## src/assert_macros.svh

```systemverilog
// Assertion macros used by the top-level RTL file.
`ifndef ASSERT_MACROS_SVH
`define ASSERT_MACROS_SVH

`ifndef SYNTHESIS

`define ASSERT_IMPLY(label, clk, rst_n, ante, cons) \
	label: assert property (@(posedge clk) disable iff (!rst_n) (ante) |-> (cons)) \
		else $error("implication check failed");

`define ASSERT_NEXT(label, clk, rst_n, ante, cons) \
	label: assert property (@(posedge clk) disable iff (!rst_n) (ante) |=> (cons)) \
		else $error("next-cycle check failed");

`else

`define ASSERT_IMPLY(label, clk, rst_n, ante, cons)

`define ASSERT_NEXT(label, clk, rst_n, ante, cons)

`endif

`endif

```

## src/vern_pkg.sv

```systemverilog
// Types, constants and arithmetic helpers of the vertical edge row filter.
`timescale 1ns / 1ps
`default_nettype none

package vern_pkg;

	localparam int PIX_W    = 8;
	localparam int WEIGHT_W = PIX_W + 2;
	localparam int CMD_DEPTH = 4;
	localparam int CMD_AW    = $clog2(CMD_DEPTH);
	localparam int OUT_DEPTH = 2;
	localparam int OUT_AW    = $clog2(OUT_DEPTH);

	typedef struct packed {
		logic [PIX_W-1:0] pixel_above;
		logic [PIX_W-1:0] pixel_centre;
		logic [PIX_W-1:0] pixel_below;
		logic             row_end;
	} col_in_t;

	typedef struct packed {
		logic [PIX_W-1:0] edge_value;
		logic             row_last;
	} edge_out_t;

	typedef enum logic [1:0] {
		PH_FIRST,
		PH_SECOND,
		PH_THIRD,
		PH_LATER
	} phase_t;

	typedef enum logic [2:0] {
		CMD_SINGLE,
		CMD_PAIR,
		CMD_LOAD,
		CMD_FIRST,
		CMD_INNER
	} cmd_kind_t;

	typedef struct packed {
		cmd_kind_t        kind;
		logic             row_end;
		logic [PIX_W-1:0] fa;
		logic [PIX_W-1:0] fb;
	} cmd_t;

	typedef struct packed {
		logic empty;
		logic full;
	} q_status_t;

	localparam logic [1:0] STEP_FIRST  = 2'd0;
	localparam logic [1:0] STEP_SECOND = 2'd1;
	localparam logic [1:0] STEP_THIRD  = 2'd2;

	function automatic logic [WEIGHT_W-1:0] column_weight(input logic [PIX_W-1:0] a,
		input logic [PIX_W-1:0] b, input logic [PIX_W-1:0] c);
		return {2'b00, a} + {1'b0, b, 1'b0} + {2'b00, c};
	endfunction

	function automatic logic [PIX_W-1:0] grad_clamp(input logic [WEIGHT_W-1:0] right_w,
		input logic [WEIGHT_W-1:0] left_w);
		logic [WEIGHT_W-1:0] d;
		d = right_w - left_w;
		if (right_w <= left_w)
			return '0;
		else if (d > WEIGHT_W'({PIX_W{1'b1}}))
			return '1;
		else
			return d[PIX_W-1:0];
	endfunction

	function automatic logic [PIX_W-1:0] suppress(input logic [PIX_W-1:0] cur,
		input logic [PIX_W-1:0] left, input logic [PIX_W-1:0] right);
		if (cur < left || cur <= right)
			return '0;
		else
			return cur;
	endfunction

endpackage

`default_nettype wire

```

## src/vern_front.sv

```systemverilog
// Front end: takes columns, runs the Sobel weights and classifies columns into commands.
`timescale 1ns / 1ps
`default_nettype none

module vern_front
	import vern_pkg::*;
(
	input  wire logic      clk,
	input  wire logic      arst_n,
	input  wire logic      push,
	output logic           full,
	input  wire col_in_t   column,
	input  wire q_status_t cmd_status,
	output logic           cmd_push,
	output cmd_t           cmd
);

	phase_t              phase_q;
	logic [WEIGHT_W-1:0] w1_q;
	logic [WEIGHT_W-1:0] w2_q;
	logic [WEIGHT_W-1:0] w_cur;
	logic                take;

	assign full  = cmd_status.full;
	assign take  = push && !cmd_status.full;
	assign w_cur = column_weight(column.pixel_above, column.pixel_centre, column.pixel_below);

	always_comb begin
		cmd.row_end = column.row_end;
		cmd.fb      = grad_clamp(w_cur, w1_q);
		cmd.fa      = grad_clamp(w_cur, w2_q);
		cmd_push    = take;
		unique case (phase_q)
			PH_FIRST: begin
				cmd.kind = CMD_SINGLE;
				// a lone first column only yields a result when it also ends the row
				cmd_push = take && column.row_end;
			end
			PH_SECOND: begin
				cmd.kind = column.row_end ? CMD_PAIR : CMD_LOAD;
				cmd.fa   = grad_clamp(w_cur, w1_q);
			end
			PH_THIRD: cmd.kind = CMD_FIRST;
			PH_LATER: cmd.kind = CMD_INNER;
			default:  cmd.kind = CMD_INNER;
		endcase
	end

	always_ff @(posedge clk or negedge arst_n) begin
		if (!arst_n) begin
			phase_q <= PH_FIRST;
			w1_q    <= '0;
			w2_q    <= '0;
		end else if (take) begin
			w2_q <= w1_q;
			w1_q <= w_cur;
			if (column.row_end) begin
				phase_q <= PH_FIRST;
			end else begin
				unique case (phase_q)
					PH_FIRST:  phase_q <= PH_SECOND;
					PH_SECOND: phase_q <= PH_THIRD;
					PH_THIRD:  phase_q <= PH_LATER;
					PH_LATER:  phase_q <= PH_LATER;
					default:   phase_q <= PH_FIRST;
				endcase
			end
		end
	end

endmodule

`default_nettype wire

```

## src/vern_cmd_queue.sv

```systemverilog
// Command queue between the front end and the suppression back end.
`timescale 1ns / 1ps
`default_nettype none

module vern_cmd_queue
	import vern_pkg::*;
(
	input  wire logic  clk,
	input  wire logic  arst_n,
	input  wire logic  wr_en,
	input  wire cmd_t  wr_data,
	input  wire logic  rd_en,
	output cmd_t       head,
	output q_status_t  status
);

	cmd_t            mem_q [CMD_DEPTH];
	logic [CMD_AW:0] wr_ptr_q;
	logic [CMD_AW:0] rd_ptr_q;

	assign status.empty = (wr_ptr_q == rd_ptr_q);
	assign status.full  = (wr_ptr_q[CMD_AW] != rd_ptr_q[CMD_AW])
		&& (wr_ptr_q[CMD_AW-1:0] == rd_ptr_q[CMD_AW-1:0]);
	assign head = mem_q[rd_ptr_q[CMD_AW-1:0]];

	always_ff @(posedge clk) begin
		if (wr_en && !status.full)
			mem_q[wr_ptr_q[CMD_AW-1:0]] <= wr_data;
	end

	always_ff @(posedge clk or negedge arst_n) begin
		if (!arst_n) begin
			wr_ptr_q <= '0;
			rd_ptr_q <= '0;
		end else begin
			if (wr_en && !status.full)
				wr_ptr_q <= wr_ptr_q + 1'b1;
			if (rd_en && !status.empty)
				rd_ptr_q <= rd_ptr_q + 1'b1;
		end
	end

endmodule

`default_nettype wire

```

## src/vern_back.sv

```systemverilog
// Back end: runs row suppression on queued commands and buffers the results.
`timescale 1ns / 1ps
`default_nettype none

module vern_back
	import vern_pkg::*;
(
	input  wire logic      clk,
	input  wire logic      arst_n,
	input  wire cmd_t      head,
	input  wire q_status_t cmd_status,
	output logic           cmd_pop,
	output edge_out_t      result,
	output logic           empty,
	input  wire logic      pop,
	output logic [1:0]     step
);

	logic [1:0]       step_q;
	logic [PIX_W-1:0] pending_q;
	logic [PIX_W-1:0] left_q;
	edge_out_t        out_mem_q [OUT_DEPTH];
	logic [OUT_AW:0]  out_wr_q;
	logic [OUT_AW:0]  out_rd_q;
	logic             out_full;
	logic             emits;
	logic             last;
	logic             go;
	edge_out_t        res;
	logic [PIX_W-1:0] o_val;

	assign step     = step_q;
	assign empty    = (out_wr_q == out_rd_q);
	assign out_full = (out_wr_q[OUT_AW] != out_rd_q[OUT_AW])
		&& (out_wr_q[OUT_AW-1:0] == out_rd_q[OUT_AW-1:0]);
	assign result   = out_mem_q[out_rd_q[OUT_AW-1:0]];

	always_comb begin
		emits = 1'b1;
		last  = 1'b1;
		o_val = '0;
		res   = '{edge_value: '0, row_last: 1'b0};
		unique case (head.kind)
			CMD_SINGLE: res = '{edge_value: '0, row_last: 1'b1};
			CMD_PAIR: begin
				last = (step_q == STEP_SECOND);
				res  = '{edge_value: head.fa, row_last: last};
			end
			CMD_LOAD: emits = 1'b0;
			CMD_FIRST, CMD_INNER: begin
				last = !head.row_end || (step_q == STEP_THIRD);
				priority case (step_q)
					STEP_FIRST: begin
						o_val = (head.kind == CMD_FIRST) ? pending_q
							: suppress(pending_q, left_q, head.fa);
						res = '{edge_value: o_val, row_last: 1'b0};
					end
					STEP_SECOND: begin
						// pending now holds the second-to-last column's value
						o_val = suppress(pending_q, left_q, head.fb);
						res   = '{edge_value: o_val, row_last: 1'b0};
					end
					default: res = '{edge_value: head.fb, row_last: 1'b1};
				endcase
			end
			default: emits = 1'b0;
		endcase
		go      = !cmd_status.empty && (!emits || !out_full);
		cmd_pop = go && last;
	end

	always_ff @(posedge clk) begin
		if (go && emits)
			out_mem_q[out_wr_q[OUT_AW-1:0]] <= res;
	end

	always_ff @(posedge clk or negedge arst_n) begin
		if (!arst_n) begin
			step_q    <= STEP_FIRST;
			pending_q <= '0;
			left_q    <= '0;
			out_wr_q  <= '0;
			out_rd_q  <= '0;
		end else begin
			if (go) begin
				step_q <= last ? STEP_FIRST : step_q + 1'b1;
				if (head.kind == CMD_LOAD)
					pending_q <= head.fa;
				if ((head.kind == CMD_FIRST || head.kind == CMD_INNER)
					&& step_q != STEP_THIRD) begin
					left_q <= o_val;
					if (step_q == STEP_FIRST)
						pending_q <= head.fa;
				end
			end
			if (go && emits)
				out_wr_q <= out_wr_q + 1'b1;
			if (pop && !empty)
				out_rd_q <= out_rd_q + 1'b1;
		end
	end

endmodule

`default_nettype wire

```

## src/vertical_edge_row_nms.sv

```systemverilog
// Top level of the vertical edge filter with row non-maximum suppression.
// Usage:
//   Input queue side: drive column (three stacked gray pixels and row_end) with push;
//   the column is taken at a clock edge with push high and full low.
//   Result queue side: while empty is low, result holds the oldest edge value and its
//   row_last flag; it is taken at a clock edge with pop high and empty low.
// Throughput: one column per clock while full is low. The front end computes weights and
// gradients in the cycle a column is taken and drops a command into a four-entry queue;
// the back end writes one result per step while the result buffer has room (one to
// three results per command), plus a step with no result for the command of a row's
// second column. Results trail the input by two columns: a column's result is written
// by the command of the column two places to its right; a row_end column releases up
// to three.
// The three-result burst at row end drains through the command queue while input keeps
// flowing; full rises only when the queue fills.
// Reset: arst_n clears both queues, the column history and phase; the next column
// taken starts a new row.
// Stall: when pop stays low the two-entry result buffer fills, the back end halts, the
// command queue fills and full rises; nothing is lost.
`timescale 1ns / 1ps
`default_nettype none
`include "assert_macros.svh"

module vertical_edge_row_nms
	import vern_pkg::*;
(
	input  wire logic    clk,
	input  wire logic    arst_n,
	input  wire logic    push,
	output logic         full,
	input  wire col_in_t column,
	output logic         empty,
	input  wire logic    pop,
	output edge_out_t    result
);

	q_status_t  cmd_status;
	logic       cmd_push;
	logic       cmd_pop;
	cmd_t       cmd_in;
	cmd_t       cmd_head;
	logic [1:0] back_step;

	vern_front u_front (
		.clk        (clk),
		.arst_n     (arst_n),
		.push       (push),
		.full       (full),
		.column     (column),
		.cmd_status (cmd_status),
		.cmd_push   (cmd_push),
		.cmd        (cmd_in)
	);

	vern_cmd_queue u_cmd_queue (
		.clk     (clk),
		.arst_n  (arst_n),
		.wr_en   (cmd_push),
		.wr_data (cmd_in),
		.rd_en   (cmd_pop),
		.head    (cmd_head),
		.status  (cmd_status)
	);

	vern_back u_back (
		.clk        (clk),
		.arst_n     (arst_n),
		.head       (cmd_head),
		.cmd_status (cmd_status),
		.cmd_pop    (cmd_pop),
		.result     (result),
		.empty      (empty),
		.pop        (pop),
		.step       (back_step)
	);

	`ASSERT_IMPLY(a_step_needs_cmd, clk, arst_n, back_step != STEP_FIRST, !cmd_status.empty)
	`ASSERT_NEXT(a_row_end_queues, clk, arst_n, push && !full && column.row_end, !cmd_status.empty)
	`ASSERT_NEXT(a_idle_step_clear, clk, arst_n, cmd_status.empty, back_step == STEP_FIRST)

endmodule

`default_nettype wire
```

## config.mk

```make
export PLATFORM = sky130hd
export DESIGN_NAME = vertical_edge_row_nms
export DESIGN_NICKNAME = d
export VERILOG_FILES = /design/src/vern_pkg.sv /design/src/vern_front.sv /design/src/vern_cmd_queue.sv /design/src/vern_back.sv /design/src/vertical_edge_row_nms.sv
export VERILOG_INCLUDE_DIRS = /design/src /design/src/src
export SDC_FILE = /design/constraint.sdc
export NUM_CORES = 1
export LEC_CHECK = 0
export ABC_AREA = 0
export BUFFER_PORTS_ARGS = -buffer_cell sky130_fd_sc_hd__clkbuf_2
export CAP_MARGIN = 10
export CORE_MARGIN = 2
export CORE_UTILIZATION = 50
export DETAILED_ROUTE_END_ITERATION = 8
export MAX_ROUTING_LAYER = met4
export PLACE_DENSITY_LB_ADDON = 0.12
export SETUP_SLACK_MARGIN = 0.15
export SLEW_MARGIN = 25
export SYNTH_ARGS = -nofsm -noshare
export SYNTH_HDL_FRONTEND = slang
export SYNTH_SLANG_ARGS = --single-unit
```

## constraint.sdc

```tcl
create_clock -name clk -period 4.6 [get_ports clk]
set_input_delay 0.92 -clock clk [delete_from_list [all_inputs] [get_ports clk]]
set_output_delay 0.92 -clock clk [all_outputs]
set_load 0.05 [all_outputs]
```

# ---- Word level (Yosys, flattened, before mapping)
# Memories as Yosys holds them, arrays and structs flattened.
# Index checks and enable logic that the tools add are counted.
dict set report op_classes {
  n_addsub 9
  mul 0
  div_mod_pow 0
  order_cmp 7
  n_eq_ne 16
  shift 0
  mux 27
  bitwise 0
  n_reduce_logical 29
}
# cell n
set op_table {}
lappend op_table {{2-to-1 mux 8 bit} 12}
lappend op_table {{one-hot mux 9 bit (3 select lines)} 1}
lappend op_table {{greater-than comparator 10 x 8 -> 1 bit (second input constant)} 2}
lappend op_table {{less-or-equal comparator 10 bit} 2}
lappend op_table {{subtractor 10 bit} 2}
lappend op_table {{one-hot mux 9 bit (2 select lines)} 1}
lappend op_table {{less-or-equal comparator 8 bit} 2}
lappend op_table {{one-hot mux 8 bit (2 select lines)} 1}
lappend op_table {{one-hot mux 3 bit (4 select lines)} 1}
lappend op_table {{logical AND 1 bit} 11}
lappend op_table {{adder 10 x 8 -> 10 bit} 1}
lappend op_table {{adder 8 x 9 -> 10 bit} 1}
lappend op_table {{< comparator 8 bit} 1}
lappend op_table {{adder 2 x 1 -> 2 bit (second input constant)} 3}
lappend op_table {{adder 3 x 1 -> 3 bit (second input constant)} 2}
lappend op_table {{== test 2 bit (second input constant)} 3}
lappend op_table {{== test 3 x 2 -> 1 bit (second input constant)} 2}
lappend op_table {{logical NOT 1 bit} 6}
lappend op_table {{2-to-1 mux 1 bit} 6}
lappend op_table {{2-to-1 mux 2 bit} 3}
lappend op_table {{one-hot mux 2 bit (3 select lines)} 1}
lappend op_table {{logical OR 1 bit} 5}
lappend op_table {{== test 2 x 1 -> 1 bit (second input constant)} 2}
lappend op_table {{== test 2 bit} 2}
lappend op_table {{other kinds (12)} 15}
dict set report totals {
  register_bits 50
  latchBits 0
  mem_bits_rw 98
  mem_bits_ro 0
  output_inout_bits 11
  mem_count 2
}
# memory words width rd rd_clocked_by_memory_dff write_ports line
set memory_table {}
lappend memory_table {u_cmd_queue.mem_q 4 20 1 0 1 vern_cmd_queue.sv:17} ;# cmd_t mem_q [CMD_DEPTH];
lappend memory_table {u_back.out_mem_q 2 9 1 0 1 vern_back.sv:22} ;# edge_out_t out_mem_q [OUT_DEPTH];

# ---- Longest topological paths before layout
# Gate-level depths: netlist of run 1.
# An unclocked memory read counts as a cell.
dict set report logic_depth {
  ltp_word 10
  depth_mapped 18
}

# ---- Cells and area by module
# Synthesis of run 1 repeated with hierarchy kept, for this count alone.
dict set report unflattened {
  hier_cells 713
  area_unflattened_um2 8694.6
}
# mod instances cells_per_inst area_per_inst_um2 seq_area_each_um2
set modules_own_cells {}
lappend modules_own_cells {vern_cmd_queue 1 154 3402.0 2552.4}
lappend modules_own_cells {vern_back 1 251 2676.3 1091.0}
lappend modules_own_cells {vern_front 1 308 2616.3 550.5}

# ---- Least setup slack after synthesis of run 1
# No wires, ideal clock.
dict set report synth_path {
  path_kind {input to register}
  start {input port column[2] (netlist bit)}
  end {memory u_cmd_queue.mem_q[0][15] (netlist bit) (data pin)}
  setup_time_ns 0.266
  arrival_time_ns 4.840
  t_required_ns 4.334
  path_slack_ns -0.506
  cell_stages 18
  path_cell_list {inv_1 fa_1 inv_1 ha_1 fa_1 a21o_1 a21oi_1 o21bai_1 a211oi_1 nor2_1 ha_1 buf_2 nand2_1 o21ai_0 and2_1 a211oi_1 or4_1 a32o_1}
}
# element line
set synth_lines {}
lappend synth_lines {{start, declared} vertical_edge_row_nms.sv:31} ;# input wire col_in_t column,
lappend synth_lines {{end, declared} vern_cmd_queue.sv:17}

==> impl_metrics.env, run 1 <==
export IMPL_critPathRequiredTime_ps=4770
export IMPL_synth_edf_count=98
export IMPL_viasPerCell=5.64
export IMPL_gp_congestion=0.879
export IMPL_maxCapViolations=0
export IMPL_min_from="u_back.out_wr_q[1]$_DFFE_PN0P_"
export IMPL_hold_viol_final=0
export IMPL_r2r_cells=11
export IMPL_utilization=0.625
export IMPL_end_kind="register"
export IMPL_setup_violations=0
export IMPL_holdPathStages=1
export IMPL_detail_route_first_pass_iterations=5
export IMPL_syn_inst=690
export IMPL_rows=47
export IMPL_synth_distinct_cells=67
export IMPL_path_class="in2reg"
export IMPL_rsz0062_at_grt="true"
export IMPL_finalCritPeriodShare=0.965
export IMPL_hold_buffers=0
export IMPL_fmax_ghz=0.225
export IMPL_grt_pass1_wl_um=30000
export IMPL_whs_ps=484
export IMPL_synth_compound_area_frac=0.126
export IMPL_r2r_end="u_back.out_mem_q[1][8]$_DFFE_PP_"
export IMPL_ant_nets=0
export IMPL_seq_area_frac_synth=0.506
export IMPL_cts_clk_slew_worst_paths_ps=60
export IMPL_rr_startpoint="u_cmd_queue.rd_ptr_q[0]$_DFFE_PN0P_"
export IMPL_diodes=0
export IMPL_wire_per_inst_um=18.2
export IMPL_syn_area_per_cell_um2=12.0
export IMPL_synth_flop_cell="edfxtp_1"
export IMPL_drt_iter0_markers=356
export IMPL_clock_skew_ps=7.04
export IMPL_finalCriticalPeriod_ps=4440
export IMPL_io_pins=40
export IMPL_num_fill_cells=1233
export IMPL_portBuffers=39
export IMPL_grt_ovfl_total=0
export IMPL_start_util=0.505
export IMPL_finish_net_count=904
export IMPL_outcome="completed"
export IMPL_synth_mux_area_frac=0.0844
export IMPL_drive_above_1_share=0.326
export IMPL_hold_path_class="reg2reg"
export IMPL_die_h_um=133
export IMPL_timing_final_ws_setup_ps=162
export IMPL_worstMarginPinSlew_ps=860
export IMPL_htreeDepth=4
export IMPL_synthXorXnorAreaFrac=0.0296
export IMPL_hold_end="u_back.out_wr_q[1]$_DFFE_PN0P_"
export IMPL_synthAdderAreaFrac=0.115
export IMPL_core_area_um2=16400
export IMPL_antenna_found_initial=0
export IMPL_grt_pass1_vias=6094
export IMPL_dp_slack_ps=-439
export IMPL_grt_start_max_net_pins=51
export IMPL_critPathLaunchType="primary input"
export IMPL_hpwlAfterDp_um=13800
export IMPL_root_buffer="clkbuf_16"
export IMPL_synth_simple_area_share=0.0975
export IMPL_synthesis_nets=789
export IMPL_vias=5855
export IMPL_r2r_slack_ps=1030
export IMPL_fp_dieW_um=133
export IMPL_syn_cell_area_um2=8290
export IMPL_die_area_um2=17600
export IMPL_synth_top_family_by_area="compound AO/OA/AOI/OAI gates"
export IMPL_cp_max_fo=6
export IMPL_wl_um=18900
export IMPL_slew_violations=0
export IMPL_slew_headroom=0.427
export IMPL_areaGrowthSynthToFinish_pct=23.7
export IMPL_cts_tree="yes"
export IMPL_cts_buffer_depth=2
export IMPL_yosys_warnings=0
export IMPL_async_flop_share=0.338
export IMPL_synth_ff_latch_count=148
export IMPL_remaining_drc_errors=0
export IMPL_worstPathArrival_ps=4610
export IMPL_grt_util_all_layers=0.226
export IMPL_insertion_delay_ps=420
export IMPL_cts_buffers=17
export IMPL_cts_sinks=148
[worst max-delay path by stage]
stage                           from                            endpoint  slack (ps)
after floorplan            column[2]  u_cmd_queue.mem_q[0][15]$_DFFE_PP_          70
after detailed placement   column[2]  u_cmd_queue.mem_q[0][14]$_DFFE_PP_        -440
after CTS                  column[2]  u_cmd_queue.mem_q[1][15]$_DFFE_PP_         160
final                     column[18]  u_cmd_queue.mem_q[1][15]$_DFFE_PP_         160
after global placement     column[2]   u_cmd_queue.mem_q[0][0]$_DFFE_PP_        -270
after global routing      column[18]  u_cmd_queue.mem_q[1][15]$_DFFE_PP_          50
[synthesized netlist by cell type (7+ instances only)]
cell type,count,share of area
mux4_2,20,0.054
mux2_1,9,0.012
nor2_1,32,0.014
nand2_1,51,0.023
nor2b_1,16,0.012
mux2_2,11,0.015
a21oi_1,27,0.016
edfxtp_1,98,0.35
o21ai_0,33,0.020
a21o_1,13,0.012
nand3_1,10,0.0060
xnor2_1,19,0.020
a211oi_1,7,0.0063
nor3_1,12,0.0072
and2_1,10,0.0075
ha_1,60,0.091
xor2_1,9,0.0095
fa_1,10,0.024
inv_1,69,0.031
dfrtp_1,50,0.15
o22ai_1,15,0.011
clkbuf_1,9,0.0041
[final cells by class]
cell class                 count  area [um^2]  share of cell area
inverter                      69          267              0.0260
timing repair buffer         114          774              0.0755
tap                          220          275              0.0268
clock inverter                15          118              0.0115
multi-input combinational    455         4200               0.410
sequential                   148         4190               0.409
clock buffer                  17          425              0.0415
[sequential cells by signal, summed over array words and instances (netlist names)]
register and cells:
u_cmd_queue.mem_q 80, u_back.out_mem_q 18, u_front.w1_q 10, u_front.w2_q 10
u_back.left_q 8, u_back.pending_q 8, u_cmd_queue.rd_ptr_q 3, u_cmd_queue.wr_ptr_q 3
u_back.out_rd_q 2, u_back.out_wr_q 2, u_back.step 2, u_front.phase_q 2
[cells by family after synthesis]
logic type	count (synthesis)
buf+inv	87
simple gates	161
mux	42
fa+ha+maj	70
compound gates	154
flops	148
xor+xnor	28
[metrics by stage]
stage | instance area, um^2 | TNS, ps | std cells
finish | 10300 | 0 | 1038
floorplan | 8400 | 0 | 690
detailed placement | 9240 | -18930 | 993
CTS | 9860 | 0 | 1027
global placement | 9240 | -13460 | 993
global route | 10300 | 0 | 1038
[timing repair]
item | in CTS | in global routing
pin swaps | 1 | 27
gates resized for setup | 13 | 65
endpoints found under the hold margin | 0 | 0
gates cloned | 0 | 0
setup endpoints to repair | 40 | 60
setup buffers | 2 | 11
[cell usage in the layout, fill, tap and decap left out, types with 11 or more instances in the layout]
master,instances
clkbuf_2,37
nand2_1,46
nor2_1,25
buf_4,74
o21ai_0,30
inv_1,66
a21o_1,13
mux2_2,11
dfrtp_1,50
nor2b_1,12
edfxtp_1,98
mux4_2,20
ha_1,55
xnor2_1,15
clkbuf_16,17
a21oi_1,22
[routing by layer]
layer	share of wire	vias up	GRT usage	routed length, um
met5	0	-	-	0
met1	0.40	2899	0.250	7620
li1	-	2779	-	-
met2	0.53	129	0.394	9970
met4	0.039	0	0.0980	745
met3	0.031	48	0.0464	588
[critical path: stages]
cell and delay (ps):
buf_6 70, inv_2 30, fa_1 520, inv_1 40, ha_2 190, fa_2 340
a21o_1 190, a21oi_2 170, o21bai_1 110, a211oi_2 350, nor2_4 90, ha_4 300
nand2_2 50, o21ai_0 190, a22o_1 220, o32ai_4 130, a2111o_1 420, a32o_2 270
Power of run 1 is not shown: default switching activity piles up to over one toggle a cycle in this logic, so the estimate is an artifact.
==> run 2, diff against run 1 <==
--- a/config.mk
+++ b/config.mk
@@ -14,8 +14,8 @@
 export DETAILED_ROUTE_END_ITERATION = 8
 export MAX_ROUTING_LAYER = met4
 export PLACE_DENSITY_LB_ADDON = 0.12
-export SETUP_SLACK_MARGIN = 0.15
-export SLEW_MARGIN = 25
+export SETUP_SLACK_MARGIN = 0.3
+export SLEW_MARGIN = 0
 export SYNTH_ARGS = -nofsm -noshare
 export SYNTH_HDL_FRONTEND = slang
 export SYNTH_SLANG_ARGS = --single-unit
==> run 2 against run 1 <==
  * Via count down 2.2%
  * Cell count barely moved
  * Die area is the same
  * Global-route usage barely moved
  * Worst setup slack better by 160 ps
  * Routed wire length fell by 0.44%
  * Critical path type unchanged
==> impl_metrics.env, run 2 (synthesis gave the netlist of run 1 again) <==
export IMPL_antenna_found_initial=0
export IMPL_whs_ps=488
export IMPL_vias=5728
export IMPL_slew_violations=0
export IMPL_slew_headroom=0.446
export IMPL_insertion_delay_ps=420
export IMPL_final_common_cell="edfxtp_1"
export IMPL_htreeDepth=4
export IMPL_io_pins=40
export IMPL_finalCriticalPeriod_ps=4280
export IMPL_finalCritPeriodShare=0.931
export IMPL_grt_start_max_net_pins=51
export IMPL_top_usage_layer="met2"
export IMPL_setup_violations=0
export IMPL_start_util=0.505
export IMPL_cts_buffers=17
export IMPL_largest_reg_flops=80
export IMPL_hold_path_class="reg2reg"
export IMPL_drt_iter0_markers=282
export IMPL_cts_buffer_depth=2
export IMPL_grt_ovfl_total=0
export IMPL_fmax_ghz=0.234
export IMPL_rsz0062_at_grt="true"
export IMPL_worstMarginPinSlew_ps=827
export IMPL_areaGrowthSynthToFinish_pct=25.7
export IMPL_critPathLaunchType="primary input"
export IMPL_outcome="completed"
export IMPL_post_place_cells=988
export IMPL_wl_um=18800
export IMPL_cp_max_fo=4
export IMPL_gp_congestion=0.873
export IMPL_grt_util_all_layers=0.226
export IMPL_clock_skew_ps=8.01
export IMPL_die_area_um2=17600
export IMPL_worstPathArrival_ps=4440
export IMPL_portBuffers=39
export IMPL_met3_usage=0.0410
export IMPL_ant_nets=0
export IMPL_rows=47
export IMPL_viasPerCell=5.51
export IMPL_holdPathStages=2
export IMPL_r2r_cells=10
export IMPL_grt_pass1_wl_um=30100
export IMPL_cts_tree="yes"
export IMPL_diodes=0
export IMPL_final_cells=1039
export IMPL_design_area_um2=10400
export IMPL_detail_route_first_pass_iterations=4
export IMPL_critPathRequiredTime_ps=4760
export IMPL_cts_sinks=148
export IMPL_placed_cell_area_um2=9200
export IMPL_fp_dieW_um=133
export IMPL_grt_pass1_vias=6022
export IMPL_path_class="in2reg"
export IMPL_wire_per_inst_um=18.1
export IMPL_dp_slack_ps=-386
export IMPL_finish_net_count=905
export IMPL_timing_final_ws_setup_ps=319
export IMPL_remaining_drc_errors=0
export IMPL_use_met1=0.251
export IMPL_grtUsageMet2=0.405
export IMPL_hpwlAfterDp_um=13500
export IMPL_hold_viol_final=0
export IMPL_cts_clk_slew_worst_paths_ps=60
export IMPL_core_area_um2=16400
export IMPL_maxCapViolations=0
export IMPL_mostFrequentLayoutCells="98 x edfxtp_1, 68 x buf_4, 65 x inv_1, 53 x ha_1, 50 x dfrtp_1"
export IMPL_drive_above_1_share=0.336
export IMPL_die_h_um=133
export IMPL_root_buffer="clkbuf_16"
export IMPL_end_kind="register"
-- run 2: layer usage --
metal,up-vias,wire length [um],share of wire
met5,-,0,0
met4,0,545,0.029
met3,35,461,0.024
met2,108,10100,0.54
met1,2818,7680,0.41
li1,2767,-,-
-- run 2: stage by stage --
stage / util / TNS [ps]
floorplan: - / 0
global placement: 0.561 / -14990
detailed placement: 0.561 / -19130
CTS: 0.609 / 0
global route: 0.635 / 0
finish: 0.635 / 0
-- run 2: repair_timing --
| action | in CTS | in global routing |
|---|---|---|
| pin swaps | 22 | 32 |
| hold buffers | 0 | 0 |
| gates resized for setup | 34 | 70 |
| setup buffers | 8 | 11 |
| setup endpoints to repair | 64 | 64 |
-- run 2: final cells by class --
type | count | area, um^2
fillers | 1266 | 5990
multi-input cells | 455 | 4310
flip-flops and latches | 148 | 4190
repair buffers | 115 | 820
clock buffers | 22 | 474
well taps | 220 | 275
inverters | 69 | 267
clock inverters | 10 | 75.1
-- run 2: path summary, 6_finish.rpt --
kind | from | to | slack [ps]
worst min-delay path | u_back.left_q[0]$_DFFE_PN0P_ | u_back.left_q[0]$_DFFE_PN0P_ | 490
max in group asynchronous | arst_n | u_front.w1_q[8]$_DFFE_PN0P_ | 3500
worst max-delay path | column[18] | u_cmd_queue.mem_q[0][15]$_DFFE_PP_ | 320
worst min register to register | u_back.left_q[0]$_DFFE_PN0P_ | u_back.left_q[0]$_DFFE_PN0P_ | 490
min in group asynchronous | arst_n | u_back.left_q[3]$_DFFE_PN0P_ | 610
worst max register to register | u_cmd_queue.rd_ptr_q[1]$_DFFE_PN0P_ | u_back.out_mem_q[1][8]$_DFFE_PP_ | 1230
-- run 2: critical path, stage by stage --
cell and delay [ps]:
buf_6 70, inv_2 30, fa_1 540, inv_2 50, ha_4 160, buf_6 110
a21o_1 190, a21oi_2 170, o21bai_1 100, a21oi_2 190, xnor2_2 180, ha_1 320
buf_4 170, buf_4 140, nor2b_1 140, a221o_1 310, a2111o_1 390, a32o_2 260
Power of run 2 is left out for the same reason.
==> run 3, diff against run 2 <==
--- a/config.mk
+++ b/config.mk
@@ -9,8 +9,10 @@
 export ABC_AREA = 0
 export BUFFER_PORTS_ARGS = -buffer_cell sky130_fd_sc_hd__clkbuf_2
 export CAP_MARGIN = 10
+export CELL_PAD_IN_SITES_DETAIL_PLACEMENT = 0
+export CELL_PAD_IN_SITES_GLOBAL_PLACEMENT = 1
 export CORE_MARGIN = 2
-export CORE_UTILIZATION = 50
+export CORE_UTILIZATION = 51
 export DETAILED_ROUTE_END_ITERATION = 8
 export MAX_ROUTING_LAYER = met4
 export PLACE_DENSITY_LB_ADDON = 0.12
==> run 3 against run 2 <==
  * Via count shrank 0.59%
  * Flip-flop and latch count is the same
  * Critical path depth is the same
  * Non-clock buffer count shrank 12
  * Critical endpoint unchanged
  * Global-route usage grew 0.41 points
  * Clock skew grew 2.0 ps
  * Count of clock-buffer cells in the layout shrank 1
  * Utilization grew 0.82 points
  * Cell count shrank 1.5%
==> impl_metrics.env, run 3 (synthesis gave the netlist of run 1 again) <==
export IMPL_outcome="completed"
export IMPL_fmax_ghz=0.232
export IMPL_rsz0062_at_grt="true"
export IMPL_use_met1=0.251
export IMPL_cts_buffers=17
export IMPL_cts_clk_slew_worst_paths_ps=60
export IMPL_root_buffer="clkbuf_16"
export IMPL_grt_util_all_layers=0.230
export IMPL_finalCriticalPeriod_ps=4310
export IMPL_worstMarginPinSlew_ps=861
export IMPL_areaGrowthSynthToFinish_pct=23.2
export IMPL_r2r_cells=11
export IMPL_antenna_found_initial=0
export IMPL_start_util=0.522
export IMPL_io_pins=40
export IMPL_timing_critical_path_from="column[2]"
export IMPL_portBuffers=39
export IMPL_top_usage_layer="met2"
export IMPL_rows=46
export IMPL_whs_ps=485
export IMPL_largest_reg_flops=80
export IMPL_endpoint="u_cmd_queue.mem_q[0][15]$_DFFE_PP_"
export IMPL_gp_congestion=0.866
export IMPL_die_area_um2=17300
export IMPL_slew_violations=0
export IMPL_mostFrequentLayoutCells="98 x edfxtp_1, 68 x inv_1, 62 x buf_4, 56 x ha_1, 50 x dfrtp_1"
export IMPL_die_h_um=132
export IMPL_rr_startpoint="u_cmd_queue.rd_ptr_q[0]$_DFFE_PN0P_"
export IMPL_finalSetupTns_ps=0
export IMPL_wl_um=18100
export IMPL_diodes=0
export IMPL_r2r_end="u_back.out_mem_q[1][2]$_DFFE_PP_"
export IMPL_grtUsageMet2=0.412
export IMPL_viasPerCell=5.57
export IMPL_num_fill_cells=1236
export IMPL_cts_tree="yes"
export IMPL_cts_buffer_depth=2
export IMPL_setup_violations=0
export IMPL_vias=5694
export IMPL_clock_skew_ps=10.1
export IMPL_end_kind="register"
export IMPL_path_class="in2reg"
export IMPL_critPathRequiredTime_ps=4770
export IMPL_grt_ovfl_total=0
export IMPL_hpwlAfterDp_um=13800
export IMPL_drive_above_1_share=0.304
export IMPL_detail_route_first_pass_iterations=5
export IMPL_ant_nets=0
export IMPL_cp_max_fo=8
export IMPL_remaining_drc_errors=0
export IMPL_slew_headroom=0.423
export IMPL_holdPathStages=1
export IMPL_htreeDepth=4
export IMPL_hold_viol_final=0
export IMPL_hold_path_class="reg2reg"
export IMPL_final_common_cell="edfxtp_1"
export IMPL_grt_pass1_wl_um=30100
export IMPL_drt_iter0_markers=267
export IMPL_fp_dieW_um=132
export IMPL_worstPathArrival_ps=4470
export IMPL_grt_pass1_vias=5947
export IMPL_met3_usage=0.0521
export IMPL_wire_per_inst_um=17.7
export IMPL_r2r_slack_ps=1000
export IMPL_maxCapViolations=0
export IMPL_grt_start_max_net_pins=51
export IMPL_critPathLaunchType="primary input"
export IMPL_core_area_um2=15900
export IMPL_finalCritPeriodShare=0.937
export IMPL_cts_sinks=148
export IMPL_finish_net_count=893
export IMPL_insertion_delay_ps=420
export IMPL_hold_buffers=0
run 3: how the worst min path moves through the flow:
stage	startpoint	to	slack [ps]
final	u_back.out_wr_q[1]$_DFFE_PN0P_	u_back.out_wr_q[1]$_DFFE_PN0P_	490
after global routing	u_back.out_wr_q[1]$_DFFE_PN0P_	u_back.out_wr_q[1]$_DFFE_PN0P_	510
after CTS	u_front.w2_q[7]$_DFFE_PN0P_	u_front.w2_q[7]$_DFFE_PN0P_	490
after detailed placement	u_front.w2_q[7]$_DFFE_PN0P_	u_front.w2_q[7]$_DFFE_PN0P_	470
after global placement	u_front.w2_q[8]$_DFFE_PN0P_	u_front.w2_q[8]$_DFFE_PN0P_	470
after floorplan	u_back.left_q[0]$_DFFE_PN0P_	u_back.left_q[0]$_DFFE_PN0P_	450
run 3: area by class of cell:
cell class | count | area (um^2) | area share
Multi-Input combinational cell | 455 | 4120 | 0.404
Inverter | 69 | 267 | 0.0261
Timing Repair Buffer | 103 | 702 | 0.0687
Sequential cell | 148 | 4190 | 0.410
Clock inverter | 11 | 168 | 0.0164
Tap cell | 216 | 270 | 0.0265
Clock buffer | 21 | 493 | 0.0482
run 3: critical path: stages:
cell and delay (ps):
buf_8 80, inv_8 20, fa_1 530, inv_1 50, ha_2 200, fa_2 360
a21o_1 170, a21oi_2 160, o21bai_1 90, a211oi_2 310, nor2_4 100, ha_4 330
nand2_4 70, o21ai_4 140, and2_4 170, a211oi_4 40, or4_4 440, a32o_2 280
run 3: per-stage QoR:
stage | instance area (um^2) | utilization | setup slack [ps] | instances
detailed placement | 9230 | 0.581 | -410 | 988
global placement | 9230 | 0.581 | -295 | 988
CTS | 10100 | 0.633 | 262 | 1021
global route | 10200 | 0.643 | 117 | 1023
floorplan | 8400 | - | 71.0 | 690
finish | 10200 | 0.643 | 292 | 1023
run 3: repair_timing:
item,4_1_cts,5_1_grt
pin swaps,4,7
resized for setup,30,31
hold endpoints to repair,0,0
setup buffers,1,2
endpoints found under the setup margin,64,64
run 3: metal layers:
metal  share of wire  wire length [um]  vias to the layer above
met2            0.55              9890                      122
met3           0.035               637                       40
met5               0                 0                        -
met4           0.025               452                        0
li1                -                 -                     2754
met1            0.39              7130                     2778
Power of run 3 is left out for the same reason.
